### src/rtl/core/dqt_pkg.sv
// ----------------------------------------------------------------------------
// dqt_pkg
// Shared types, codes and the zigzag-to-natural table for the DQT parser.
// ----------------------------------------------------------------------------
package dqt_pkg;

    localparam int TBL_ENTRIES  = 64;
    localparam int NARROW_BYTES = 64;
    localparam int WIDE_BYTES   = 64 * 2;
    localparam int FIFO_DEPTH   = 3;
    localparam logic [3:0] NIBBLE_MASK = 4'h0f;

    localparam logic [1:0] CMD_BYTE = 2'd0;
    localparam logic [1:0] CMD_END  = 2'd1;
    localparam logic [1:0] CMD_READ = 2'd2;
    localparam logic [1:0] CMD_RSVD = 2'd3;

    localparam logic [2:0] ST_OK       = 3'd0;
    localparam logic [2:0] ST_DONE     = 3'd1;
    localparam logic [2:0] ST_SHORT    = 3'd2;
    localparam logic [2:0] ST_BAD_PREC = 3'd3;
    localparam logic [2:0] ST_BAD_TGT  = 3'd4;
    localparam logic [2:0] ST_INSUFF   = 3'd5;
    localparam logic [2:0] ST_RAN_OUT  = 3'd6;
    localparam logic [2:0] ST_CORRUPT  = 3'd7;

    typedef enum logic [5:0] {
        PH_IDLE     = 6'b000001,
        PH_LEN_LO   = 6'b000010,
        PH_HEADER   = 6'b000100,
        PH_ENTRY    = 6'b001000,
        PH_ENTRY_LO = 6'b010000,
        PH_HALT     = 6'b100000
    } phase_t;

    // Per-request outcome from the parser, before the table read returns.
    typedef struct packed {
        logic [2:0] status;
        logic       committed;
        logic [1:0] committed_table;
        logic       read_present;
    } ctl_result_t;

    typedef struct packed {
        logic [2:0]  status;
        logic        committed;
        logic [1:0]  committed_table;
        logic [15:0] read_value;
        logic        read_present;
    } out_item_t;

    localparam logic [5:0] ZZ_TO_NAT [TBL_ENTRIES] = '{
        6'd0,  6'd1,  6'd8,  6'd16, 6'd9,  6'd2,  6'd3,  6'd10,
        6'd17, 6'd24, 6'd32, 6'd25, 6'd18, 6'd11, 6'd4,  6'd5,
        6'd12, 6'd19, 6'd26, 6'd33, 6'd40, 6'd48, 6'd41, 6'd34,
        6'd27, 6'd20, 6'd13, 6'd6,  6'd7,  6'd14, 6'd21, 6'd28,
        6'd35, 6'd42, 6'd49, 6'd56, 6'd57, 6'd50, 6'd43, 6'd36,
        6'd29, 6'd22, 6'd15, 6'd23, 6'd30, 6'd37, 6'd44, 6'd51,
        6'd58, 6'd59, 6'd52, 6'd45, 6'd38, 6'd31, 6'd39, 6'd46,
        6'd53, 6'd60, 6'd61, 6'd54, 6'd47, 6'd55, 6'd62, 6'd63
    };

endpackage

### src/rtl/core/dqt_result_fifo.sv
// ----------------------------------------------------------------------------
// dqt_result_fifo
// Three-entry result queue that decouples the parser from the receiver.
// ----------------------------------------------------------------------------
module dqt_result_fifo
    import dqt_pkg::*;
(
    input  logic      clk,
    input  logic      rst_n,
    input  logic      push,
    input  out_item_t push_item,
    input  logic      pop,
    output out_item_t head,
    output logic      not_empty,
    output logic [1:0] count
);
    out_item_t  slot_array [FIFO_DEPTH];
    logic [1:0] wr_ptr_reg, rd_ptr_reg, count_reg;

    function automatic logic [1:0] bump(input logic [1:0] p);
        return (p == 2'(FIFO_DEPTH - 1)) ? 2'd0 : p + 2'd1;
    endfunction

    always_ff @(posedge clk)
    begin
        if (push)
        begin
            slot_array[wr_ptr_reg] <= push_item;
        end
    end

    always_ff @(posedge clk or negedge rst_n)
    begin
        if (!rst_n)
        begin
            wr_ptr_reg <= '0;
            rd_ptr_reg <= '0;
            count_reg  <= '0;
        end
        else
        begin
            if (push)
            begin
                wr_ptr_reg <= bump(wr_ptr_reg);
            end
            if (pop)
            begin
                rd_ptr_reg <= bump(rd_ptr_reg);
            end
            count_reg <= count_reg + {1'b0, push} - {1'b0, pop};
        end
    end

    assign head      = slot_array[rd_ptr_reg];
    assign not_empty = (count_reg != 2'd0);
    assign count     = count_reg;
endmodule

### config.mk
export PLATFORM = sky130hd
export DESIGN_NAME = dqt_result_fifo
export DESIGN_NICKNAME = d
export VERILOG_FILES = /design/src/rtl/core/dqt_pkg.sv /design/src/rtl/core/dqt_result_fifo.sv
export SDC_FILE = /design/constraint.sdc
export NUM_CORES = 1
export LEC_CHECK = 0
export BUFFER_PORTS_ARGS = -buffer_cell sky130_fd_sc_hd__buf_4
export CAP_MARGIN = 20
export CORE_AREA = 4 4 76 78
export CTS_CLUSTER_SIZE = 40
export DETAILED_ROUTE_END_ITERATION = 10
export DIE_AREA = 0 0 80 82
export HOLD_SLACK_MARGIN = 0.15
export PLACE_DENSITY = 0.8
export SLEW_MARGIN = 20
export SYNTH_ARGS = -nofsm -noshare
export SYNTH_HDL_FRONTEND = slang
export SYNTH_SLANG_ARGS = --single-unit
### constraint.sdc
create_clock -name clk -period 8.8 [get_ports clk]
set_clock_uncertainty 0.15 [all_clocks]
set_input_delay 0.88 -clock clk [delete_from_list [all_inputs] [get_ports clk]]
set_output_delay 0.88 -clock clk [all_outputs]
set_load 0.03 [all_outputs]
==> impl_results.md, run 1 <==
* Critical Setup Path Class: register to primary output
* Ratio of routed vias to standard cells at 4.98
* FMAX at 353 MHz
* Filler cells at 361
* Register ranked first by flip-flop count: slot_array
* Reg power frac at 47.0%
* Area growth from synthesis to final layout at 22.0%
* Cell with the most instances after synthesis: sky130_fd_sc_hd__edfxtp_1
* Clock latency of the later-clocked register in the worst-skew pair at 330 ps
* Weighted congestion at the end of routability-driven global placement at 0.694
* Max-slew headroom at the worst pin at 58.9%
* Post-synthesis adder-cell area fraction at 0.875%
* Synth Area in XOR/XNOR at 0.612%
* Setup slack of the worst register-to-register path at 6970 ps
* Die footprint at 0.00656 mm²
* First-pass GRT wire length at 7220 µm
* First-pass detailed-route iteration total at 4
* Number of hold-slack violations in the final timing report at 0
* Std cell rows at 26
* Number of antenna violations at the first check in global routing at 0
* Standard cell area after detailed placement at 0.00331 mm²
* Clock Sinks at 75
* Buffer type at the clock tree root: sky130_fd_sc_hd__clkbuf_8
* Net Sw Frac at 31.3%
* Clock-pin transition on the worst setup and hold timing paths at 70 ps
* Number of global-route vias before repair at 1473
* Combinational cell fraction of total power at 29.2%
* Number of enable flip-flop cells after synthesis at 69
* Number of buffers created by CTS at 9
* Largest family of logic cells by synthesized area: multiplexers
* Final setup violation count at 0
* RSZ-0062 raised after global routing: no
* Power density relative to cell area at 286 mW/mm²
* Wire length per cell at 15.0 µm
* Y dimension of the die at 82 µm
* Number of buffers added to fix hold violations after cts at 0
* Initial cell density of the core at 56.4%
* Largest area contributor in the synthesized netlist: sky130_fd_sc_hd__edfxtp_1
* Fraction of final layout cells with drive strength greater than 1 at 30.9%
* Crit start category: register
* Post-synthesis compound-gate area fraction at 4.46%
* Register cell area after layout at 0.00222 mm²
* Final min period at 2830 ps
* Path depth of the worst reg2reg path at 2
* Area fraction in and, or, nand and nor cells after synthesis at 4.46%
* DRC errors left at 0
* Main flop type after synthesis: sky130_fd_sc_hd__edfxtp_1
* Number of nets still failing antenna checks after routing at 0
* Actual transition at the worst max-transition pin at 614 ps
* Top post-synthesis cells by area: sky130_fd_sc_hd__edfxtp_1, sky130_fd_sc_hd__mux2i_1, sky130_fd_sc_hd__dfrtp_1
* Worst Path Required at 7770 ps
* Fraction of synthesized area in multiplexers at 8.75%
* Fin. max-slew vios at 0
* Number of register bits inferred by synthesis at 75
* Cell count after synthesis at 171
* Data arrival time of the critical path at 1800 ps
* Peak supply drop at 0.166 mV
* H-tree Lvls at 3
* Nets in the synthesized netlist at 200
* Synthesized area divided by synthesized cell count at 16.7 µm²
* Async S/R FF share, synth at 8.00%
* Remaining global-route overflow at 0
* Crit path capture type: primary output
* CTS max path bufs at 2
* Number of warnings reported in the yosys synthesis log at 0
* Drt total wl at 4600 µm
* Largest net degree at the start of global routing at 29
* Internal Pwr Total at 0.000685 W
* Cell area after synthesis at 0.00286 mm²
* Port buffer count at 52
* Leakage at 1.34 nW
* Area occupied by multi-input gates at 561 µm²
* Number of nets in the layout at 260
* Number of buffers added for setup after CTS at 0
* Post-CTS Resized at 0
* Initial drt markers at 86
* Source of the worst register-to-register timing path: wr_ptr_reg[1]$_DFFE_PN0P_
* Critical path peak fanout at 28
* Core area at 0.00507 mm²
* Diodes inserted at 0
* Flip-flop count of the largest register after layout at 69
* Worst hold-check path type: input pin to asynchronous set/reset pin
* DR vias at 1523
* Switch Pwr at 0.000312 W
* Total negative setup slack at 0 ps
* Number of library cell types mapped by synthesis at 20
* Final Instance Area at 0.00349 mm²
* Number of I/O pins at 53
* Clock tree from TritonCTS: built
* Width of the chip at 80 µm
* Post-synth top area share at 72.4%
* Max Cap Violations at 0
* Endpoint of the worst-slack reg-to-reg timing path: slot_array[2][16]$_DFFE_PP_
* Detailed-placement wirelength estimate at 3040 µm
* Portion of total power attributed to the clock network at 23.8%
* Post-route clock period utilization at 32.2%
* Result of the run: completed
* GRT Util Overall at 15.3%
* Sequential share of the synthesized area at 77.7%
* Most frequent cells after synthesis: sky130_fd_sc_hd__edfxtp_1, sky130_fd_sc_hd__mux2i_1, sky130_fd_sc_hd__nand2_1
## worst max path at each step
stage	start	to	slack [ps]	cells past startpoint
floorplan	push	slot_array[0][0]$_DFFE_PP_	5540	1
global placement	push	slot_array[2][21]$_DFFE_PP_	6350	4
detailed placement	rd_ptr_reg[1]$_DFFE_PN0P_	head[20]	6310	4
CTS	rd_ptr_reg[1]$_DFFE_PN0P_	head[20]	5910	4
global route	rd_ptr_reg[1]$_DFFE_PN0P_	head[6]	5780	4
finish	rd_ptr_reg[1]$_DFFE_PN0P_	head[12]	5970	4
## logic make-up after synthesis
kind of cell,count (synthesis)
compound gates,25
xor+xnor,2
mux,25
fa+ha+maj,2
flops,75
simple gates,30
buf+inv,12
## stage by stage
step                      worst slack [ps]  instances  hold slack, ps  power, W  utilization, %
after floorplan                       5540        171             336  0.000672               -
after global placement                6350        290             389  0.000765            65.3
after detailed placement              6310        290             395  0.000772            65.3
after CTS                             5910        306             183   0.00101            68.8
after global routing                  5780        306             183   0.00105            68.8
final                                 5970        306             193  0.000998            68.8
## placed cells by master, fill, tap and decap left out, drive strengths merged
cell and n:
xnor2 2, edfxtp 69, inv 4, nand2b 2, buf 57, clkbuf 13
dfrtp 6, or2 1, nor2 1, a21o 1, mux2i 25, nand2 24
bufinv 1, ha 2, o21ai 24, clkinv 2, nor3b 2
## cell type report
cell class,instances,share of cell area [%]
tap,70,2.51
multi-input combinational,84,16.1
timing repair buffer,57,12.3
inverter,4,0.430
clock inverter,3,1.11
clock buffer,13,3.98
sequential,75,63.7
## power groups by stage
stage          Combinational [W]  Clock [W]  Sequential (W)
2_1_floorplan           0.000192          0        0.000479
3_3_place_gp            0.000291          0        0.000475
3_5_place_dp            0.000296          0        0.000476
4_1_cts                 0.000296   0.000242        0.000469
5_1_grt                 0.000314   0.000261        0.000474
6_report                0.000291   0.000237        0.000469
## critical path, cell delays in order, from the launching register on
cell	delay, ps
sky130_fd_sc_hd__dfrtp_1	710
sky130_fd_sc_hd__buf_4	380
sky130_fd_sc_hd__nand2_1	90
sky130_fd_sc_hd__o21ai_1	100
sky130_fd_sc_hd__buf_4	180
## per-layer routing
metal,GRT usage (%),up-vias,wire (µm)
li1,-,754,-
met1,19.1,710,1930
met2,24.3,50,2250
met3,4.71,9,338
met4,7.60,0,80
met5,0,-,0
No activity file was read; power rests on OpenSTA's default activity.
==> run 2, diff against run 1 <==
--- a/config.mk
+++ b/config.mk
@@ -7,12 +7,12 @@
 export LEC_CHECK = 0
 export BUFFER_PORTS_ARGS = -buffer_cell sky130_fd_sc_hd__buf_4
 export CAP_MARGIN = 20
-export CORE_AREA = 4 4 76 78
+export CORE_AREA = 4 4 82 84
 export CTS_CLUSTER_SIZE = 40
 export DETAILED_ROUTE_END_ITERATION = 10
-export DIE_AREA = 0 0 80 82
+export DIE_AREA = 0 0 86 88
 export HOLD_SLACK_MARGIN = 0.15
-export PLACE_DENSITY = 0.8
+export PLACE_DENSITY = 0.73
 export SLEW_MARGIN = 20
 export SYNTH_ARGS = -nofsm -noshare
 export SYNTH_HDL_FRONTEND = slang
==> constraint.sdc (replaced) <==
create_clock -name clk -period 2.6 [get_ports clk]
set_clock_uncertainty 0.15 [all_clocks]
set_input_delay 0.26 -clock clk [delete_from_list [all_inputs] [get_ports clk]]
set_output_delay 0.26 -clock clk [all_outputs]
set_load 0.03 [all_outputs]
==> impl_results.md, run 2 (synthesis results as in run 1) <==
* Worst Path Required at 2190 ps (-5580 ps)
* Total negative setup slack at 0 ps (unchanged)
* Largest delay contributor family on the critical path: flip-flops
* Peak supply drop at 0.481 mV (+190%)
* Most common cell after layout, fill and taps aside: sky130_fd_sc_hd__edfxtp_1
* Post-route clock period utilization at 86.0%
* Initial drt markers at 56 (-35%)
* Post-CTS Resized at 0 (unchanged)
* Leakage at 1.48 nW (+10%)
* Final core occ at 64.9% (-3.9 points)
* Actual transition at the worst max-transition pin at 688 ps (+73.4 ps)
* Filler cells at 431 (+19%)
* RSZ-0062 raised after global routing: no
* Width of the chip at 86 µm (+7.5%)
* CTS max path bufs at 2 (unchanged)
* Std cell rows at 28 (+7.7%)
* Critical path peak fanout at 11 (-61%)
* Weighted congestion at the end of routability-driven global placement at 0.723 (+4.1%)
* Fin. max-slew vios at 0 (unchanged)
* Slowest stage cell, crit path: sky130_fd_sc_hd__dfrtp_1
* DR vias at 1652 (+8.5%)
* Delay of the slowest cell on the worst path at 680 ps (-30 ps)
* Power density relative to cell area at 923 mW/mm² (+220%)
* Number of global-route vias before repair at 1727 (+17%)
* Diodes inserted at 0 (unchanged)
* Number of I/O pins at 53 (unchanged)
* Area growth from synthesis to final layout at 34.3%
* Met1 routing resource usage after global routing at 19.1% (about the same)
* Cell-by-cell listing of the critical path: buf_4, mux2i_1, o21ai_1, buf_4
* Clock latency of the later-clocked register in the worst-skew pair at 330 ps (about the same)
* Core area at 0.00592 mm² (+17%)
* Final min period at 2240 ps
* Clock-pin transition on the worst setup and hold timing paths at 70 ps (about the same)
* Critical Setup Path Class: register to primary output
* Fraction of final layout cells with drive strength greater than 1 at 30.2% (-0.74 points)
* Register ranked first by flip-flop count: slot_array
* Ratio of routed vias to standard cells at 4.86 (-2.4%)
* Result of the run: completed
* Number of hold-slack violations in the final timing report at 0 (unchanged)
* Non-filler cells, final at 340 (+11%)
* Setup slack of the worst register-to-register path at 880 ps (-6090 ps)
* Top library cells by usage in the layout, fill and taps aside: sky130_fd_sc_hd__edfxtp_1, sky130_fd_sc_hd__buf_4, sky130_fd_sc_hd__dlygate4sd3_1
* Die footprint at 0.00757 mm² (+15%)
* FMAX at 447 MHz
* Clock tree from TritonCTS: built
* Wire length per cell at 15.3 µm (+2.2%)
* Max-slew headroom at the worst pin at 54.1% (-4.7 points)
* GRT Util Overall at 15.1% (-0.15 points)
* Initial cell density of the core at 48.3% (-8.1 points)
* Placed Cells incl. Taps at 297 (+2.4%)
* Remaining global-route overflow at 0 (unchanged)
* Final setup violation count at 0 (unchanged)
* Max Cap Violations at 0 (unchanged)
* Library cell appearing most often on the critical path: sky130_fd_sc_hd__buf_4
* Largest net degree at the start of global routing at 24 (-17%)
* GR Util met2 at 24.7% (+0.40 points)
* Clock Sinks at 75 (unchanged)
* Flip-flop count of the largest register after layout at 69 (unchanged)
* Crit start category: register
* First-pass GRT wire length at 8470 µm (+17%)
* H-tree Lvls at 3 (unchanged)
* Buffer type at the clock tree root: sky130_fd_sc_hd__clkbuf_8
* Bufs and invs on worst path at 2 (unchanged)
* Detailed-placement wirelength estimate at 3290 µm (+8.0%)
* Number of antenna violations at the first check in global routing at 0 (unchanged)
* Drt total wl at 5220 µm (+14%)
* First-pass detailed-route iteration total at 4 (unchanged)
* Port buffer count at 52 (unchanged)
* Data arrival time of the critical path at 1830 ps (+30 ps)
* Y dimension of the die at 88 µm (+7.3%)
* Crit path capture type: primary output
* Number of nets in the layout at 289 (+11%)
* Most used routing layer: met2
* Worst hold-check path type: register to register
* M3 GR Usage at 4.42% (-0.29 points)
* Number of buffers created by CTS at 9 (unchanged)
* Number of nets still failing antenna checks after routing at 0 (unchanged)
* DRC errors left at 0 (unchanged)
[run 2: cell types whose count changed in the layout (fill, tap and decap cells not counted), moves of 2 or more]
cell and change:
sky130_fd_sc_hd__nor3b_4 +2, sky130_fd_sc_hd__clkbuf_8 +2, sky130_fd_sc_hd__clkbuf_1 -4, sky130_fd_sc_hd__nor3b_2 -2, sky130_fd_sc_hd__clkinvlp_4 +3, sky130_fd_sc_hd__dlygate4sd3_1 +27
[run 2: area by class of cell]
type | instances | area [µm²] | share of cell area (%)
Inverter | 4 | 15.0 | 0.391
Clock buffer | 11 | 151 | 3.94
Clock inverter | 5 | 61.3 | 1.60
Tap cell | 75 | 93.8 | 2.44
Sequential cell | 75 | 2220 | 57.8
Multi-Input combinational cell | 84 | 573 | 14.9
Timing Repair Buffer | 86 | 726 | 18.9
[run 2: worst paths after layout]
path                                      startpoint                           to  cells past startpoint
setup / recovery           rd_ptr_reg[0]$_DFFE_PN0P_                      head[5]                      4
hold / removal                    count[1]$_DFF_PN0_           count[1]$_DFF_PN0_                      2
setup reg to reg           wr_ptr_reg[1]$_DFFE_PN0P_  slot_array[0][16]$_DFFE_PP_                      2
hold reg to reg                   count[1]$_DFF_PN0_           count[1]$_DFF_PN0_                      2
max in group asynchronous                      rst_n    wr_ptr_reg[0]$_DFFE_PN0P_                      3
min in group asynchronous                      rst_n    wr_ptr_reg[1]$_DFFE_PN0P_                      3
[run 2: repair_timing]
item | 4_1_cts | 5_1_grt
endpoints found under the hold margin | 80 | 0
setup buffers | 0 | 0
hold buffers | 27 | 0
[run 2: where the power goes]
part / internal, W / switching, W / leakage [nW]
combinational: 0.000412 / 0.000612 / 0.668
clock: 0.000497 / 0.000410 / 0.0978
sequential: 0.00151 / 0.000102 / 0.710
[run 2: worst register-to-register path, delay by kind of cell, from the launching register on]
family | cells | cell delay [ps]
buf+inv | 1 | 360
flops | 1 | 470
simple gates | 1 | 420
[run 2: per-layer routing]
| metal | share of wire, % | up-vias |
|---|---|---|
| li1 | - | 814 |
| met1 | 44 | 787 |
| met2 | 50 | 47 |
| met3 | 5.5 | 4 |
| met4 | 0.67 | 0 |
| met5 | 0 | - |
[run 2: metrics by stage]
| stage | hold WS (ps) | power (W) | worst slack [ps] | cell area, µm² |
|---|---|---|---|---|
| after floorplan | -186 | 0.00227 | 592 | 2870 |
| after global placement | -78.3 | 0.00263 | 732 | 3360 |
| after detailed placement | -79.2 | 0.00265 | 699 | 3360 |
| after CTS | 487 | 0.00358 | 308 | 3840 |
| after global routing | 498 | 0.00373 | 219 | 3840 |
| final | 481 | 0.00355 | 365 | 3840 |
==> run 3, diff against run 2 <==
--- a/config.mk
+++ b/config.mk
@@ -7,12 +7,12 @@
 export LEC_CHECK = 0
 export BUFFER_PORTS_ARGS = -buffer_cell sky130_fd_sc_hd__buf_4
 export CAP_MARGIN = 20
-export CORE_AREA = 4 4 82 84
+export CORE_AREA = 4 4 78 80
 export CTS_CLUSTER_SIZE = 40
 export DETAILED_ROUTE_END_ITERATION = 10
-export DIE_AREA = 0 0 86 88
+export DIE_AREA = 0 0 82 84
 export HOLD_SLACK_MARGIN = 0.15
-export PLACE_DENSITY = 0.73
+export PLACE_DENSITY = 0.77
 export SLEW_MARGIN = 20
 export SYNTH_ARGS = -nofsm -noshare
 export SYNTH_HDL_FRONTEND = slang
==> constraint.sdc (replaced) <==
create_clock -name clk -period 2.15 [get_ports clk]
set_clock_uncertainty 0.15 [all_clocks]
set_input_delay 0.215 -clock clk [delete_from_list [all_inputs] [get_ports clk]]
set_output_delay 0.215 -clock clk [all_outputs]
set_load 0.03 [all_outputs]
==> impl_results.md, run 3 (synthesis results as in run 1) <==
* Worst hold-check path type: input pin to register
* Final setup violation count at 0 (unchanged)
* Actual transition at the worst max-transition pin at 406 ps (-282 ps)
* Crit path capture type: primary output
* Diodes inserted at 0 (unchanged)
* Power density relative to cell area at 1100 mW/mm² (+19%)
* Filler cells at 371 (-14%)
* Register ranked first by flip-flop count: slot_array
* Initial drt markers at 102 (+82%)
* Wire length per cell at 15.1 µm (-1.8%)
* Number of antenna violations at the first check in global routing at 0 (unchanged)
* WL met2 at 2510 µm (-4.2%)
* Crit start category: register
* Slowest stage cell, crit path: sky130_fd_sc_hd__dfrtp_1
* Max Cap Violations at 0 (unchanged)
* Flip-flop count of the largest register after layout at 69 (unchanged)
* Post-CTS Resized at 0 (unchanged)
* Final min period at 1890 ps
* Width of the chip at 82 µm (-4.7%)
* Source of the worst register-to-register timing path: wr_ptr_reg[0]$_DFFE_PN0P_
* Critical path peak fanout at 16 (+5)
* Remaining global-route overflow at 0 (unchanged)
* RSZ-0062 raised after global routing: no
* Standard cell area after detailed placement at 0.00338 mm² (+0.48%)
* Highest metal layer used by the detailed router: met4
* H-tree Lvls at 3 (unchanged)
* Hold Slack at 461 ps (-19.3 ps)
* Worst Path Required at 1780 ps (-410 ps)
* Clock tree from TritonCTS: built
* Number of nets in the layout at 290 (+0.35%)
* Endpoint of the worst-slack reg-to-reg timing path: slot_array[1][15]$_DFFE_PP_
* Port buffer count at 52 (unchanged)
* Library cell appearing most often on the critical path: sky130_fd_sc_hd__buf_4
* Die footprint at 0.00689 mm² (-9.0%)
* DRC errors left at 0 (unchanged)
* CTS max path bufs at 2 (unchanged)
* Critical Setup Path Class: register to primary output
* Largest delay contributor family on the critical path: buffers and inverters
* Hold path cells at 2 (unchanged)
* Delay of the slowest cell on the worst path at 340 ps (-340 ps)
* First-pass GRT wire length at 8150 µm (-3.8%)
* Cell-by-cell listing of the critical path: buf_4, mux2i_1, o21ai_0, buf_4
* Count of cell instances traversed by the critical path at 4 (unchanged)
* Clock latency of the later-clocked register in the worst-skew pair at 330 ps (about the same)
* Bufs and invs on worst path at 2 (unchanged)
* Most common cell after layout, fill and taps aside: sky130_fd_sc_hd__edfxtp_1
* Peak supply drop at 0.672 mV (+40%)
* Buffer type at the clock tree root: sky130_fd_sc_hd__clkbuf_8
* Total negative setup slack at 0 ps (unchanged)
* Area growth from synthesis to final layout at 33.6%
* Initial cell density of the core at 52.9% (+4.6 points)
* Capturing instance or port of the critical path: head[1]
* GRT Util Overall at 16.5% (+1.4 points)
* Setup crit start: rd_ptr_reg[0]$_DFFE_PN0P_
* Placed Cells incl. Taps at 295 (-0.67%)
* Fin. max-slew vios at 0 (unchanged)
* Number of buffers created by CTS at 9 (unchanged)
* Path depth of the worst reg2reg path at 3 (+1)
* Number of hold-slack violations in the final timing report at 0 (unchanged)
* Top library cells by usage in the layout, fill and taps aside: sky130_fd_sc_hd__edfxtp_1, sky130_fd_sc_hd__buf_4, sky130_fd_sc_hd__dlygate4sd3_1
* FMAX at 529 MHz
* Area occupied by multi-input gates at 573 µm² (unchanged)
* Final worst slack at 260 ps (-105 ps)
* Weighted congestion at the end of routability-driven global placement at 0.716 (-0.90%)
* Non-filler cells, final at 338 (-0.59%)
* First-pass detailed-route iteration total at 4 (unchanged)
* Number of nets still failing antenna checks after routing at 0 (unchanged)
* Max-slew headroom at the worst pin at 72.9% (+19 points)
* Ratio of routed vias to standard cells at 4.88 (+0.35%)
* Data arrival time of the critical path at 1530 ps (-300 ps)
* Setup slack of the worst register-to-register path at 590 ps (-290 ps)
* Y dimension of the die at 84 µm (-4.5%)
* Final Instance Area at 0.00382 mm² (-0.49%)
* Leakage at 1.48 nW (about the same)
* Number of I/O pins at 53 (unchanged)
* Met3 wirelength from detailed routing at 287 µm (+0.35%)
* Largest net degree at the start of global routing at 29 (+21%)
* Drt total wl at 5090 µm (-2.4%)
* Clock-pin transition on the worst setup and hold timing paths at 70 ps (about the same)
* Post-route clock period utilization at 87.9%
* Result of the run: completed
* Fraction of final layout cells with drive strength greater than 1 at 28.6% (-1.6 points)
* Number of global-route vias before repair at 1669 (-3.4%)
* Detailed-placement wirelength estimate at 3060 µm (-6.9%)
* M1 wire length at 2210 µm (-3.0%)
* Core area at 0.00541 mm² (-8.7%)
* Setup slack after placement at 595 ps (-105 ps)
* Std cell rows at 27 (-3.6%)
* Clock Sinks at 75 (unchanged)
* Register cell area after layout at 0.00222 mm² (unchanged)
* DR vias at 1648 (-0.24%)
run 3: area by class of cell:
cell class	count	area share, %
Clock inverter	3	1.01
Clock buffer	13	3.63
Timing Repair Buffer	87	19.5
Inverter	4	0.393
Multi-Input combinational cell	84	15.0
Tap cell	72	2.36
Sequential cell	75	58.1
run 3: per-layer routing:
metal,track usage (%),vias up
met1,20.9,775
met4,7.25,0
li1,-,808
met3,4.97,9
met2,25.9,56
met5,0,-
run 3: report_power, final:
group | switching [W] | internal (W)
Combinational | 0.000784 | 0.000513
Clock | 0.000467 | 0.000533
Sequential | 0.0000797 | 0.00183
run 3: how the worst min path moves through the flow:
stage | startpoint | endpoint | slack, ps
finish | push_item[14] | slot_array[0][14]$_DFFE_PP_ | 460
CTS | push_item[16] | slot_array[0][16]$_DFFE_PP_ | 440
detailed placement | rst_n | count[1]$_DFF_PN0_ | -120
floorplan | rst_n | count[0]$_DFF_PN0_ | -230
global route | push_item[14] | slot_array[0][14]$_DFFE_PP_ | 450
global placement | rst_n | count[1]$_DFF_PN0_ | -130
run 3: timing repair:
item                      CTS  global route
hold endpoints to repair   81             0
hold buffers               27             0
setup buffers               0             0
run 3: worst reg2reg max path: stages, from the launching register on:
cell and delay (ps):
sky130_fd_sc_hd__dfrtp_1 470, sky130_fd_sc_hd__nand2_1 130, sky130_fd_sc_hd__nor2_2 300, sky130_fd_sc_hd__buf_12 220
run 3: per-stage QoR:
step           total power [W]  util [%]
5_1_grt                0.00442      70.7
4_1_cts                0.00425      70.7
3_3_place_gp           0.00318      62.5
6_report               0.00421      70.7
2_1_floorplan          0.00275         -
3_5_place_dp           0.00321      62.5
