File: config.mk
export PLATFORM = sky130hd
export DESIGN_NAME = dqt_parse_ctl
export DESIGN_NICKNAME = d
export VERILOG_FILES = /design/src/rtl/core/dqt_pkg.sv /design/src/rtl/core/dqt_parse_ctl.sv
export SDC_FILE = /design/constraint.sdc
export NUM_CORES = 1
export LEC_CHECK = 0
export BUFFER_PORTS_ARGS = -buffer_cell sky130_fd_sc_hd__buf_2
export CAP_MARGIN = 20
export CORE_MARGIN = 2
export CORE_UTILIZATION = 40
export CTS_BUF_LIST = sky130_fd_sc_hd__clkbuf_8
export CTS_CLUSTER_DIAMETER = 80
export DETAILED_ROUTE_END_ITERATION = 10
export GPL_ROUTABILITY_DRIVEN = 0
export MAX_ROUTING_LAYER = met4
export PLACE_DENSITY_LB_ADDON = 0.3
export SYNTH_ARGS = -nofsm -noshare
export SYNTH_HDL_FRONTEND = slang
export SYNTH_SLANG_ARGS = --single-unit
File: constraint.sdc
create_clock -name clk -period 5.2 [get_ports clk]
set_input_delay 0.52 -clock clk [delete_from_list [all_inputs] [get_ports clk]]
set_output_delay 0.52 -clock clk [all_outputs]
set_load 0.005 [all_outputs]
File: src/rtl/core/dqt_pkg.sv
// ----------------------------------------------------------------------------
// dqt_pkg
// Shared types, codes and the zigzag-to-natural table for the DQT parser.
// ----------------------------------------------------------------------------
package dqt_pkg;

    localparam int TBL_ENTRIES  = 64;
    localparam int NARROW_BYTES = 64;
    localparam int WIDE_BYTES   = 64 * 2;
    localparam int FIFO_DEPTH   = 3;
    localparam logic [3:0] NIBBLE_MASK = 4'h0f;

    localparam logic [1:0] CMD_BYTE = 2'd0;
    localparam logic [1:0] CMD_END  = 2'd1;
    localparam logic [1:0] CMD_READ = 2'd2;
    localparam logic [1:0] CMD_RSVD = 2'd3;

    localparam logic [2:0] ST_OK       = 3'd0;
    localparam logic [2:0] ST_DONE     = 3'd1;
    localparam logic [2:0] ST_SHORT    = 3'd2;
    localparam logic [2:0] ST_BAD_PREC = 3'd3;
    localparam logic [2:0] ST_BAD_TGT  = 3'd4;
    localparam logic [2:0] ST_INSUFF   = 3'd5;
    localparam logic [2:0] ST_RAN_OUT  = 3'd6;
    localparam logic [2:0] ST_CORRUPT  = 3'd7;

    typedef enum logic [5:0] {
        PH_IDLE     = 6'b000001,
        PH_LEN_LO   = 6'b000010,
        PH_HEADER   = 6'b000100,
        PH_ENTRY    = 6'b001000,
        PH_ENTRY_LO = 6'b010000,
        PH_HALT     = 6'b100000
    } phase_t;

    // Per-request outcome from the parser, before the table read returns.
    typedef struct packed {
        logic [2:0] status;
        logic       committed;
        logic [1:0] committed_table;
        logic       read_present;
    } ctl_result_t;

    typedef struct packed {
        logic [2:0]  status;
        logic        committed;
        logic [1:0]  committed_table;
        logic [15:0] read_value;
        logic        read_present;
    } out_item_t;

    localparam logic [5:0] ZZ_TO_NAT [TBL_ENTRIES] = '{
        6'd0,  6'd1,  6'd8,  6'd16, 6'd9,  6'd2,  6'd3,  6'd10,
        6'd17, 6'd24, 6'd32, 6'd25, 6'd18, 6'd11, 6'd4,  6'd5,
        6'd12, 6'd19, 6'd26, 6'd33, 6'd40, 6'd48, 6'd41, 6'd34,
        6'd27, 6'd20, 6'd13, 6'd6,  6'd7,  6'd14, 6'd21, 6'd28,
        6'd35, 6'd42, 6'd49, 6'd56, 6'd57, 6'd50, 6'd43, 6'd36,
        6'd29, 6'd22, 6'd15, 6'd23, 6'd30, 6'd37, 6'd44, 6'd51,
        6'd58, 6'd59, 6'd52, 6'd45, 6'd38, 6'd31, 6'd39, 6'd46,
        6'd53, 6'd60, 6'd61, 6'd54, 6'd47, 6'd55, 6'd62, 6'd63
    };

endpackage

File: src/rtl/core/dqt_parse_ctl.sv
// ----------------------------------------------------------------------------
// dqt_parse_ctl
// Segment parser state machine, slot map and table-present bits.
// ----------------------------------------------------------------------------
module dqt_parse_ctl
    import dqt_pkg::*;
#(
    parameter int NUM_TABLES = 4,
    parameter int SW         = 3
)(
    input  logic              clk,
    input  logic              rst_n,
    input  logic              accept,
    input  logic [1:0]        command,
    input  logic [7:0]        data_byte,
    input  logic              segment_start,
    input  logic [1:0]        read_table,
    input  logic [5:0]        read_position,
    output ctl_result_t       res,
    output logic              we,
    output logic [SW+5:0]     waddr,
    output logic [15:0]       wdata,
    output logic              re,
    output logic [SW+5:0]     raddr
);
    phase_t                phase_reg, phase_next;
    logic [15:0]           bytes_left_reg, bytes_left_next;
    logic [5:0]            count_reg, count_next;
    logic [1:0]            target_reg, target_next;
    logic                  wide_reg, wide_next;
    logic [7:0]            held_reg, held_next;
    logic [NUM_TABLES-1:0] present_reg, present_next;
    logic [SW-1:0]         map_reg [NUM_TABLES];
    logic [SW-1:0]         map_next [NUM_TABLES];
    logic [SW-1:0]         free_reg, free_next;

    logic        take;
    logic [15:0] take_value;
    logic        blk_check;
    logic [15:0] blk_value;
    logic [15:0] bl_dec;
    logic [15:0] len;
    logic [3:0]  prec;
    logic [3:0]  tgt;
    logic [15:0] need;
    logic        rd_hit;
    logic [SW-1:0] rd_slot;
    logic [SW-1:0] commit_slot;

    assign bl_dec = bytes_left_reg - 16'd1;
    assign len    = {held_reg, data_byte};
    assign prec   = data_byte[7:4];
    assign tgt    = data_byte[3:0] & NIBBLE_MASK;
    assign need   = prec[0] ? 16'(WIDE_BYTES) : 16'(NARROW_BYTES);

    // Slot of the table being read and of the table being replaced.
    always_comb
    begin
        rd_hit      = 1'b0;
        rd_slot     = '0;
        commit_slot = '0;
        for (int i = 0; i < NUM_TABLES; i++)
        begin
            if (read_table == 2'(i))
            begin
                rd_hit  = present_reg[i];
                rd_slot = map_reg[i];
            end
            if (target_reg == 2'(i))
            begin
                commit_slot = map_reg[i];
            end
        end
    end

    assign re    = accept && (command == CMD_READ) && rd_hit;
    assign raddr = {rd_slot, read_position};
    // Staging goes straight into the spare slot.
    assign waddr = {free_reg, ZZ_TO_NAT[count_reg]};

    always_comb
    begin
        phase_next      = phase_reg;
        bytes_left_next = bytes_left_reg;
        count_next      = count_reg;
        target_next     = target_reg;
        wide_next       = wide_reg;
        held_next       = held_reg;
        present_next    = present_reg;
        free_next       = free_reg;
        for (int i = 0; i < NUM_TABLES; i++)
        begin
            map_next[i] = map_reg[i];
        end
        res        = '0;
        we         = 1'b0;
        take       = 1'b0;
        take_value = {8'h00, data_byte};
        blk_check  = 1'b0;
        blk_value  = bl_dec;

        if (accept)
        begin
            case (command)
                CMD_BYTE:
                begin
                    if (segment_start)
                    begin
                        held_next  = data_byte;
                        phase_next = PH_LEN_LO;
                    end
                    else
                    begin
                        case (phase_reg)
                            PH_LEN_LO:
                            begin
                                if (len < 16'd2)
                                begin
                                    res.status = ST_SHORT;
                                    phase_next = PH_HALT;
                                end
                                else
                                begin
                                    bytes_left_next = len - 16'd2;
                                    blk_check       = 1'b1;
                                    blk_value       = len - 16'd2;
                                end
                            end
                            PH_HEADER:
                            begin
                                phase_next = PH_HALT;
                                if (prec > 4'd1)
                                begin
                                    res.status = ST_BAD_PREC;
                                end
                                else if (tgt >= 4'(NUM_TABLES))
                                begin
                                    res.status = ST_BAD_TGT;
                                end
                                else
                                begin
                                    bytes_left_next = bl_dec;
                                    if (bl_dec < need)
                                    begin
                                        res.status = ST_INSUFF;
                                    end
                                    else
                                    begin
                                        target_next = tgt[1:0];
                                        wide_next   = prec[0];
                                        count_next  = '0;
                                        phase_next  = PH_ENTRY;
                                    end
                                end
                            end
                            PH_ENTRY:
                            begin
                                bytes_left_next = bl_dec;
                                if (wide_reg)
                                begin
                                    held_next  = data_byte;
                                    phase_next = PH_ENTRY_LO;
                                end
                                else
                                begin
                                    take = 1'b1;
                                end
                            end
                            PH_ENTRY_LO:
                            begin
                                bytes_left_next = bl_dec;
                                take            = 1'b1;
                                take_value      = {held_reg, data_byte};
                            end
                            default:
                            begin
                            end
                        endcase
                    end
                end
                CMD_END:
                begin
                    case (phase_reg)
                        PH_LEN_LO:
                        begin
                            res.status = ST_SHORT;
                            phase_next = PH_HALT;
                        end
                        PH_HEADER, PH_ENTRY, PH_ENTRY_LO:
                        begin
                            res.status = ST_RAN_OUT;
                            phase_next = PH_HALT;
                        end
                        default:
                        begin
                        end
                    endcase
                end
                CMD_READ:
                begin
                    res.read_present = rd_hit;
                end
                default:
                begin
                end
            endcase
        end

        if (take)
        begin
            we         = 1'b1;
            count_next = count_reg + 6'd1;
            if (count_reg != 6'(TBL_ENTRIES - 1))
            begin
                phase_next = PH_ENTRY;
            end
            else
            begin
                // Commit: staged slot becomes the table, old slot is the spare.
                for (int i = 0; i < NUM_TABLES; i++)
                begin
                    if (target_reg == 2'(i))
                    begin
                        map_next[i]     = free_reg;
                        present_next[i] = 1'b1;
                    end
                end
                free_next           = commit_slot;
                res.committed       = 1'b1;
                res.committed_table = target_reg;
                blk_check           = 1'b1;
                blk_value           = bl_dec;
            end
        end

        if (blk_check)
        begin
            if (blk_value > 16'd2)
            begin
                phase_next = PH_HEADER;
            end
            else
            begin
                phase_next = PH_HALT;
                res.status = (blk_value == 16'd0) ? ST_DONE : ST_CORRUPT;
            end
        end
    end

    assign wdata = take_value;

    always_ff @(posedge clk or negedge rst_n)
    begin
        if (!rst_n)
        begin
            phase_reg      <= PH_IDLE;
            bytes_left_reg <= '0;
            count_reg      <= '0;
            target_reg     <= '0;
            wide_reg       <= 1'b0;
            held_reg       <= '0;
            present_reg    <= '0;
            free_reg       <= SW'(NUM_TABLES);
            for (int i = 0; i < NUM_TABLES; i++)
            begin
                map_reg[i] <= SW'(i);
            end
        end
        else
        begin
            phase_reg      <= phase_next;
            bytes_left_reg <= bytes_left_next;
            count_reg      <= count_next;
            target_reg     <= target_next;
            wide_reg       <= wide_next;
            held_reg       <= held_next;
            present_reg    <= present_next;
            free_reg       <= free_next;
            for (int i = 0; i < NUM_TABLES; i++)
            begin
                map_reg[i] <= map_next[i];
            end
        end
    end
endmodule

==> flow_metrics.py, run 1 <==
metrics = {
    "route": {
        "routed_wl_um": 12100,
        "drc_errors": 0,
        "num_vias": 4253,
        "wire_per_inst_um": 16.9,
        "drt_iter0_drc": 293,
        "first_pass_iters": 5,
        "ant_nets": 0,
        "vias_per_cell": 5.93,
    },
    "critical_path": {
        "critical-path-slowest-cell": "nor4_1",
        "critPathMaxFanout": 10,
        "crit_required_ns": 4.68,
        "cp_slowest_stage_delay_ns": 0.57,
        "worstPathCellList": "nor4_1, nand2_1, nor2_1, xor2_1, ha_1, a211oi_1, a21oi_1, nor4_4, nor3_1, or3_1, nand3_1, buf_2",
        "cp-end-kind": "output pin",
        "worst-setup-path-type": "reg2out",
        "cp.arrival_ns": 3.39,
        "r2r-start": "bytes_left_reg[0]",
        "critical_path.startpoint": "bytes_left_reg[0]",
        "critPathLaunchType": "flip-flop",
        "reg2reg_depth": 10,
    },
    "sta": {
        "post-route-min-period_ns": 3.91,
        "fmax_ghz": 0.256,
        "hold_violations": 0,
        "maxSlewViolCount": 0,
        "tns_ns": 0,
        "setup_viol": 0,
        "tightest_slew_ns": 1.08,
        "finClkSkew_ns": 0.0219,
        "rsz0062_at_grt": "false",
        "fin_crit_sh_pct": 75.1,
        "relSlewSlack_pct": 28.1,
        "whs_ns": 0.299,
    },
    "global_routing": {
        "first_global_vias": 3943,
        "grtUsageTotal_pct": 20.3,
        "grt_overflow": 0,
        "grt_max_degree": 59,
        "antenna_found_initial": 0,
        "grt_pass1_wl_um": 20600,
    },
    "cts": {
        "cts-hold-fix-buffers": 0,
        "cts_tree": "built",
        "clkTransAtPathRegs_ns": 0.08,
        "clock_latency_ns": 0.36,
        "cts_buffer_depth": 2,
        "htree_levels": 3,
        "ctsResizeCount": 0,
        "cts_inserted_buffers": 9,
        "postCtsSetupRepairBufs": 0,
        "cts_sinks": 58,
        "ctsRootBufferMaster": "clkbuf_8",
    },
    "synthesis": {
        "synth_ff_type": "dfrtp_1",
        "avgSynthCellArea_sq_um": 8.57,
        "ys_warn_count": 0,
        "synth_edf_count": 0,
        "yosys_register_bits": 58,
        "synth_area_leader_cell": "dfrtp_1",
        "synthesis.nets": 599,
        "synth_area_sq_mm": 0.00478,
        "netlist.area_leader.share_pct": 27.2,
        "synth-async-reset-ratio_pct": 100,
        "synth.area.top_cells": "dfrtp_1, mux2_2, a21oi_1",
        "synthCells": 558,
        "synth_cell_types": 69,
        "ys_top_cells_by_count": "a21oi_1, dfrtp_1, nor2_1",
        "synth-seq-area-share_pct": 30.5,
    },
    "pwr": {
        "p_leak_nw": 2.21,
        "pwr_density_cell_mw_per_mm2": 305,
        "finalPower_mw": 1.57,
        "irDropWorstVdd_uv": 143,
    },
    "floorplanning": {
        "rows": 39,
        "dieWidth_um": 113,
        "coreArea_sq_mm": 0.0115,
        "die_area_sq_mm": 0.0128,
        "die_h_um": 113,
        "ios": 65,
        "start_util_pct": 41.5,
    },
    "min_path": {
        "hp-class": "in2async",
    },
    "job": {
        "drv_cap": 0,
    },
    "final_layout": {
        "antenna_cells": 0,
        "areaGrowthSynthToFinish_pct": 8.09,
        "nets": 610,
        "drive_gt1_share_pct": 23.2,
        "fill_cells": 1134,
        "largest_reg_flops": 16,
    },
    "placement": {
        "port_buffers": 52,
        "dp_hpwl_um": 8630,
    },
    "status": {
        "outcome": "finished, final reports clean",
    },
}
[worst max-delay path, delay by kind of cell (launching register included)]
kind	cells	cell delay, ns
compound gates	2	0.34
flops	1	0.49
simple gates	7	1.75
xor+xnor	1	0.09
buf+inv	1	0.13
fa+ha+maj	1	0.21
[final timing paths]
path	to	slack, ns
max	res[6]	1.29
min	bytes_left_reg[11]	0.30
max reg2reg	target_reg[0]	1.99
min reg2reg	present_reg[1]	0.47
max in group asynchronous	present_reg[3]	4.37
min in group clk	present_reg[1]	0.47
[cells by family after synthesis]
| group | Yosys count | share of synthesized area [%] |
|---|---|---|
| flops | 58 | 30.5 |
| mux | 39 | 11.4 |
| simple gates | 214 | 25.2 |
| fa+ha+maj | 19 | 4.97 |
| buf+inv | 71 | 7.04 |
| compound gates | 141 | 17.9 |
| xor+xnor | 16 | 2.93 |
[report_power, final]
part	internal (mW)	switching, mW
Sequential	0.532	0.164
Clock	0.242	0.190
Combinational	0.185	0.262
Total	0.959	0.616
[cell type report]
class / count / area [sq um] / share of cell area, %
Multi-Input combinational cell: 429 / 2990 / 57.9
Sequential cell: 58 / 1460 / 28.2
Timing Repair Buffer: 54 / 275 / 5.33
Tap cell: 143 / 179 / 3.46
Clock buffer: 11 / 151 / 2.93
Inverter: 17 / 63.8 / 1.24
Clock inverter: 5 / 47.5 / 0.920
[metrics by stage]
| step | utilization, % | instance area (sq um) | instances | worst slack, ns |
|---|---|---|---|---|
| after global placement | 43.1 | 4970 | 701 | 1.78 |
| after floorplan | - | 4780 | 558 | 2.11 |
| after CTS | 44.9 | 5170 | 717 | 1.31 |
| final | 44.9 | 5170 | 717 | 1.29 |
| after detailed placement | 43.1 | 4970 | 701 | 1.69 |
| after global routing | 44.9 | 5170 | 717 | 0.901 |
[routing by layer]
metal	routed length (um)	global-route usage [%]	up-vias	part of all wire [%]
met5	0	-	-	0
met4	158	6.02	0	1.3
li1	-	-	2047	-
met3	769	4.50	18	6.3
met1	5740	28.8	2043	47
met2	5460	29.1	145	45
[placed cells by master, fill, tap and decap left out, drive strengths merged, types with 6 or more instances in the layout]
cell type	synthesis	final
buf	21	54
a21oi	52	52
dfrtp	52	52
nor2	46	46
o21ai	40	40
nand2	38	38
mux2	24	24
ha	19	19
inv	16	18
nand3	18	18
nor3	17	17
nor4	16	16
and2	12	12
nand2b	11	11
clkbuf	33	11
or2	11	11
mux4	10	10
xor2	8	8
xnor2	8	8
o31ai	8	8
a211oi	7	7
nand4	7	7
nor2b	6	6
dfstp	6	6
(Power assumes the default switching activity.)
==> inputs of run 2 (changes only) <==
==> constraint.sdc (replaced) <==
create_clock -name clk -period 3.8 [get_ports clk]
set_input_delay 0.38 -clock clk [delete_from_list [all_inputs] [get_ports clk]]
set_output_delay 0.38 -clock clk [all_outputs]
set_load 0.005 [all_outputs]
==> run 2 against run 1 <==
Cell area rose by 0.90%. Sequential share of layout area fell by 0.25 points. Cell count rose by 0.56%. Critical path depth did not move. Clock power rose by 29%. Register-to-register slack got worse by 1.2 ns. Flip-flop and latch count did not move. Clock skew fell by 0.010 ns. Worst hold slack got worse by 0.21 ns. Routed wire length rose by 0.99%. Non-clock buffer count rose by 4. Critical endpoint unchanged.
==> flow_metrics.py, run 2 (same netlist as run 1, synthesis figures left out) <==
metrics = {
    "sta": {
        "rsz0062_at_grt": "false",
        "post-route-min-period_ns": 3.54,
        "fmax_ghz": 0.282,
        "maxSlewViolCount": 0,
        "tns_ns": 0,
        "hold_violations": 0,
        "fin_crit_sh_pct": 93.2,
        "tightest_slew_ns": 1.01,
        "setup_viol": 0,
        "finClkSkew_ns": 0.0115,
        "relSlewSlack_pct": 32.5,
    },
    "cts": {
        "ctsRootBufferMaster": "clkbuf_8",
        "cts-hold-fix-buffers": 0,
        "htree_levels": 3,
        "cts_sinks": 58,
        "cts_buffer_depth": 2,
        "clkTransAtPathRegs_ns": 0.06,
        "cts_tree": "built",
        "cts_inserted_buffers": 9,
        "ctsResizeCount": 0,
        "postCtsSetupRepairBufs": 0,
        "clock_latency_ns": 0.35,
    },
    "global_routing": {
        "grtUsageTotal_pct": 20.2,
        "grt_max_degree": 35,
        "antenna_found_initial": 0,
        "first_global_vias": 3985,
        "grt_pass1_wl_um": 20400,
        "grt_overflow": 0,
    },
    "floorplanning": {
        "rows": 39,
        "die_area_sq_mm": 0.0128,
        "start_util_pct": 41.5,
        "dieWidth_um": 113,
        "die_h_um": 113,
        "coreArea_sq_mm": 0.0115,
        "ios": 65,
    },
    "route": {
        "dr_wl_met2_um": 5550,
        "num_vias": 4275,
        "drc_errors": 0,
        "first_pass_iters": 6,
        "drt_iter0_drc": 409,
        "routed_wl_um": 12200,
        "met3_wirelength_um": 869,
        "route.top_layer_used": "met4",
        "ant_nets": 0,
        "vias_per_cell": 5.93,
        "wire_per_inst_um": 17.0,
        "wl_met1_um": 5670,
    },
    "final_layout": {
        "nets": 614,
        "antenna_cells": 0,
        "fill_cells": 1084,
        "final_cell_mix": "a21oi_1, dfrtp_1, buf_2",
        "largest_reg_flops": 16,
        "final_util_pct": 45.3,
        "drive_gt1_share_pct": 23.7,
        "multi_input_area_sq_mm": 0.00300,
        "areaGrowthSynthToFinish_pct": 9.06,
        "fin_area_sq_mm": 0.00521,
        "stdcell_count": 721,
        "regArea_sq_mm": 0.00146,
    },
    "critical_path": {
        "critPathLaunchType": "flip-flop",
        "worst-setup-path-type": "reg2out",
        "reg2reg_depth": 10,
        "cp-end-kind": "output pin",
        "critPathMaxFanout": 10,
        "cp.arrival_ns": 3.16,
        "crit_required_ns": 3.42,
    },
    "placement": {
        "place_area_sq_mm": 0.00499,
        "dp_cells": 704,
        "port_buffers": 52,
        "dp_hpwl_um": 8750,
    },
    "pwr": {
        "irDropWorstVdd_uv": 267,
        "finalPower_mw": 2.13,
        "pwr_density_cell_mw_per_mm2": 408,
        "p_leak_nw": 2.23,
    },
    "min_path": {
        "hp-class": "in2async",
    },
    "job": {
        "drv_cap": 0,
    },
    "status": {
        "outcome": "finished, final reports clean",
    },
}
[run 2: cell count changes in the layout (fill, tap and decap cells not counted), sizes merged]
cell	previous run	this run
buf	54	58
clkbuf	11	10
inv	18	19
[run 2: area by class of cell]
class / instances / area share [%]
Inverter: 17 / 1.22
Timing Repair Buffer: 58 / 6.24
Multi-Input combinational cell: 429 / 57.5
Clock inverter: 6 / 0.984
Tap cell: 143 / 3.43
Sequential cell: 58 / 28.0
Clock buffer: 10 / 2.64
[run 2: report_power, final]
| part | internal (mW) | switching [mW] |
|---|---|---|
| sequential | 0.728 | 0.223 |
| combinational | 0.259 | 0.361 |
| clock | 0.311 | 0.245 |
| total | 1.30 | 0.829 |
[run 2: worst max-delay path: stages, from the launching register on]
cell	delay, ns
dfrtp_1	0.48
nor4_2	0.45
nand2_1	0.17
nor2_1	0.18
xor2_1	0.09
ha_1	0.20
a211oi_1	0.20
a21oi_1	0.14
nor4_4	0.29
nor3_1	0.07
or3_1	0.30
nand3_1	0.11
buf_2	0.13
[run 2: routing by layer]
metal	vias up	track usage (%)
met3	18	3.86
met4	0	6.02
met2	178	30.0
li1	2049	-
met5	-	-
met1	2030	28.2
[run 2: through the flow]
stage / hold WS (ns) / worst slack, ns
after floorplan: 0.0844 / 0.920
after global routing: 0.140 / 0.0149
final: 0.0843 / 0.258
after CTS: 0.0927 / 0.113
after global placement: 0.444 / 0.581
after detailed placement: 0.453 / 0.503
[run 2: final timing paths]
check / start / end / slack [ns]
worst max-delay path: bytes_left_reg[0] / res[6] / 0.26
worst min-delay path: rst_n / held_reg[2] / 0.08
worst max register to register: bytes_left_reg[0] / target_reg[0] / 0.79
worst min register to register: present_reg[0] / present_reg[0] / 0.47
max in group asynchronous: rst_n / count_reg[0] / 2.87
min in group clk: data_byte[0] / bytes_left_reg[0] / 0.37
==> inputs of run 3 (changes only) <==
--- a/config.mk
+++ b/config.mk
@@ -5,10 +5,10 @@
 export SDC_FILE = /design/constraint.sdc
 export NUM_CORES = 1
 export LEC_CHECK = 0
-export BUFFER_PORTS_ARGS = -buffer_cell sky130_fd_sc_hd__buf_2
+export BUFFER_PORTS_ARGS = -buffer_cell sky130_fd_sc_hd__clkbuf_2
 export CAP_MARGIN = 20
-export CORE_MARGIN = 2
-export CORE_UTILIZATION = 40
+export CORE_MARGIN = 3
+export CORE_UTILIZATION = 52
 export CTS_BUF_LIST = sky130_fd_sc_hd__clkbuf_8
 export CTS_CLUSTER_DIAMETER = 80
 export DETAILED_ROUTE_END_ITERATION = 10
==> run 3 against run 2 <==
Clock power is 15% higher. Clock skew is essentially flat. Via count up 1.4%. Combinational power barely moved. Register-to-register slack about the same. Maximum frequency is essentially flat. Sequential power grew 2%. Sequential share of layout area increased by 0.23 points. Critical path depth shrank 2. Largest power group unchanged.
==> flow_metrics.py, run 3 (same netlist as run 1, synthesis figures left out) <==
metrics = {
    "floorplanning": {
        "ios": 65,
        "die_h_um": 102,
        "dieWidth_um": 102,
        "start_util_pct": 54.3,
        "rows": 34,
        "coreArea_sq_mm": 0.00881,
        "die_area_sq_mm": 0.0104,
    },
    "sta": {
        "post-route-min-period_ns": 3.54,
        "tns_ns": 0,
        "fin_crit_sh_pct": 93.3,
        "hold_violations": 0,
        "setup_slack_ns": 0.256,
        "relSlewSlack_pct": 28.3,
        "tightest_slew_ns": 1.08,
        "maxSlewViolCount": 0,
        "fmax_ghz": 0.282,
        "rsz0062_at_grt": "false",
        "setup_viol": 0,
        "finClkSkew_ns": 0.0116,
    },
    "cts": {
        "ctsResizeCount": 0,
        "cts_buffer_depth": 2,
        "clock_latency_ns": 0.34,
        "htree_levels": 3,
        "cts_tree": "built",
        "cts-hold-fix-buffers": 0,
        "ctsRootBufferMaster": "clkbuf_8",
        "postCtsSetupRepairBufs": 0,
        "cts_sinks": 58,
        "clkTransAtPathRegs_ns": 0.08,
        "cts_inserted_buffers": 9,
    },
    "critical_path": {
        "cp_slowest_stage_delay_ns": 0.50,
        "worstPathCellList": "inv_1, ha_1, nor3b_4, nand4_1, xnor2_1, nor4_4, nor3_1, or3_1, nand3_1, clkbuf_2",
        "reg2reg_depth": 8,
        "critPathLaunchType": "flip-flop",
        "worst-setup-path-type": "reg2out",
        "reg2reg_slack_ns": 0.79,
        "cp.arrival_ns": 3.16,
        "critical_path.startpoint": "bytes_left_reg[0]",
        "cp-end-kind": "output pin",
        "cp-endpoint": "res[6]",
        "r2r-start": "bytes_left_reg[0]",
        "critPathMaxFanout": 10,
        "critical-path-slowest-cell": "dfrtp_1",
        "reg2reg_to": "target_reg[1]",
        "crit_required_ns": 3.42,
    },
    "min_path": {
        "hp-class": "in2async",
    },
    "route": {
        "first_pass_iters": 5,
        "wire_per_inst_um": 17.4,
        "drc_errors": 0,
        "ant_nets": 0,
        "routed_wl_um": 11900,
        "num_vias": 4334,
        "vias_per_cell": 6.35,
        "drt_iter0_drc": 334,
    },
    "placement": {
        "dp_slack_ns": 0.509,
        "place_area_sq_mm": 0.00493,
        "dp_hpwl_um": 8470,
        "port_buffers": 52,
        "dp_cells": 667,
    },
    "global_routing": {
        "grt_max_degree": 42,
        "grtUsageTotal_pct": 24.3,
        "grt_overflow": 0,
        "grt_pass1_wl_um": 19600,
        "first_global_vias": 3779,
        "antenna_found_initial": 0,
    },
    "final_layout": {
        "drive_gt1_share_pct": 23.8,
        "nets": 611,
        "areaGrowthSynthToFinish_pct": 8.17,
        "antenna_cells": 0,
        "multi_input_area_sq_mm": 0.00301,
        "fill_cells": 745,
        "fin_area_sq_mm": 0.00517,
        "largest_reg_flops": 16,
        "stdcell_count": 683,
        "final_cell_mix": "a21oi_1, dfrtp_1, clkbuf_2",
        "regArea_sq_mm": 0.00146,
    },
    "pwr": {
        "p_leak_nw": 2.19,
        "pwr_density_cell_mw_per_mm2": 431,
        "finalPower_mw": 2.23,
        "irDropWorstVdd_uv": 252,
    },
    "status": {
        "outcome": "finished, final reports clean",
    },
    "job": {
        "drv_cap": 0,
    },
}
## run 3: cell count changes in the layout (fill, tap and decap cells not counted), moves of 2 or more
cell        delta
buf_2         -52
buf_4          -2
inv_1          -3
clkinvlp_4     +2
clkbuf_2      +52
## run 3: routing by layer
| metal | vias up | share of wire [%] | track usage [%] |
|---|---|---|---|
| met5 | - | 0 | - |
| met4 | 0 | 0.77 | 6.05 |
| met3 | 13 | 9.0 | 4.37 |
| met2 | 228 | 46 | 34.1 |
| met1 | 2046 | 44 | 36.5 |
| li1 | 2047 | - | - |
## run 3: area by class of cell
class / count / area share [%]
Multi-Input combinational cell: 429 / 58.3
Sequential cell: 58 / 28.2
Timing Repair Buffer: 55 / 5.47
Tap cell: 108 / 2.61
Clock buffer: 9 / 2.40
Clock inverter: 7 / 1.82
Inverter: 17 / 1.23
## run 3: report_power, final
group / total (mW) / switching (mW) / internal [mW]
Sequential: 0.969 / 0.243 / 0.727
Combinational: 0.619 / 0.360 / 0.259
Clock: 0.640 / 0.272 / 0.368
Total: 2.23 / 0.875 / 1.35
## run 3: metrics by stage
stage | utilization, % | hold slack [ns]
6_report | 58.7 | 0.180
5_1_grt | 58.7 | 0.247
3_5_place_dp | 56.0 | 0.458
4_1_cts | 58.5 | 0.215
2_1_floorplan | - | 0.0844
3_3_place_gp | 56.0 | 0.445
## run 3: worst min-delay path by stage
stage	startpoint	to	slack [ns]	cells past startpoint
final	rst_n	bytes_left_reg[8]	0.18	1
after CTS	rst_n	bytes_left_reg[8]	0.22	1
after detailed placement	present_reg[3]	present_reg[3]	0.46	1
after floorplan	rst_n	bytes_left_reg[0]	0.08	0
after global routing	rst_n	bytes_left_reg[8]	0.25	1
after global placement	present_reg[2]	present_reg[2]	0.45	1
## run 3: worst max-delay path, delay by kind of cell (launching register included)
family | cells | cell delay [ns]
adders and majority gates | 1 | 0.31
DFF | 1 | 0.50
and+or+nand+nor | 6 | 1.55
xor gates and xnor gates | 1 | 0.24
buffers and inverters | 2 | 0.23
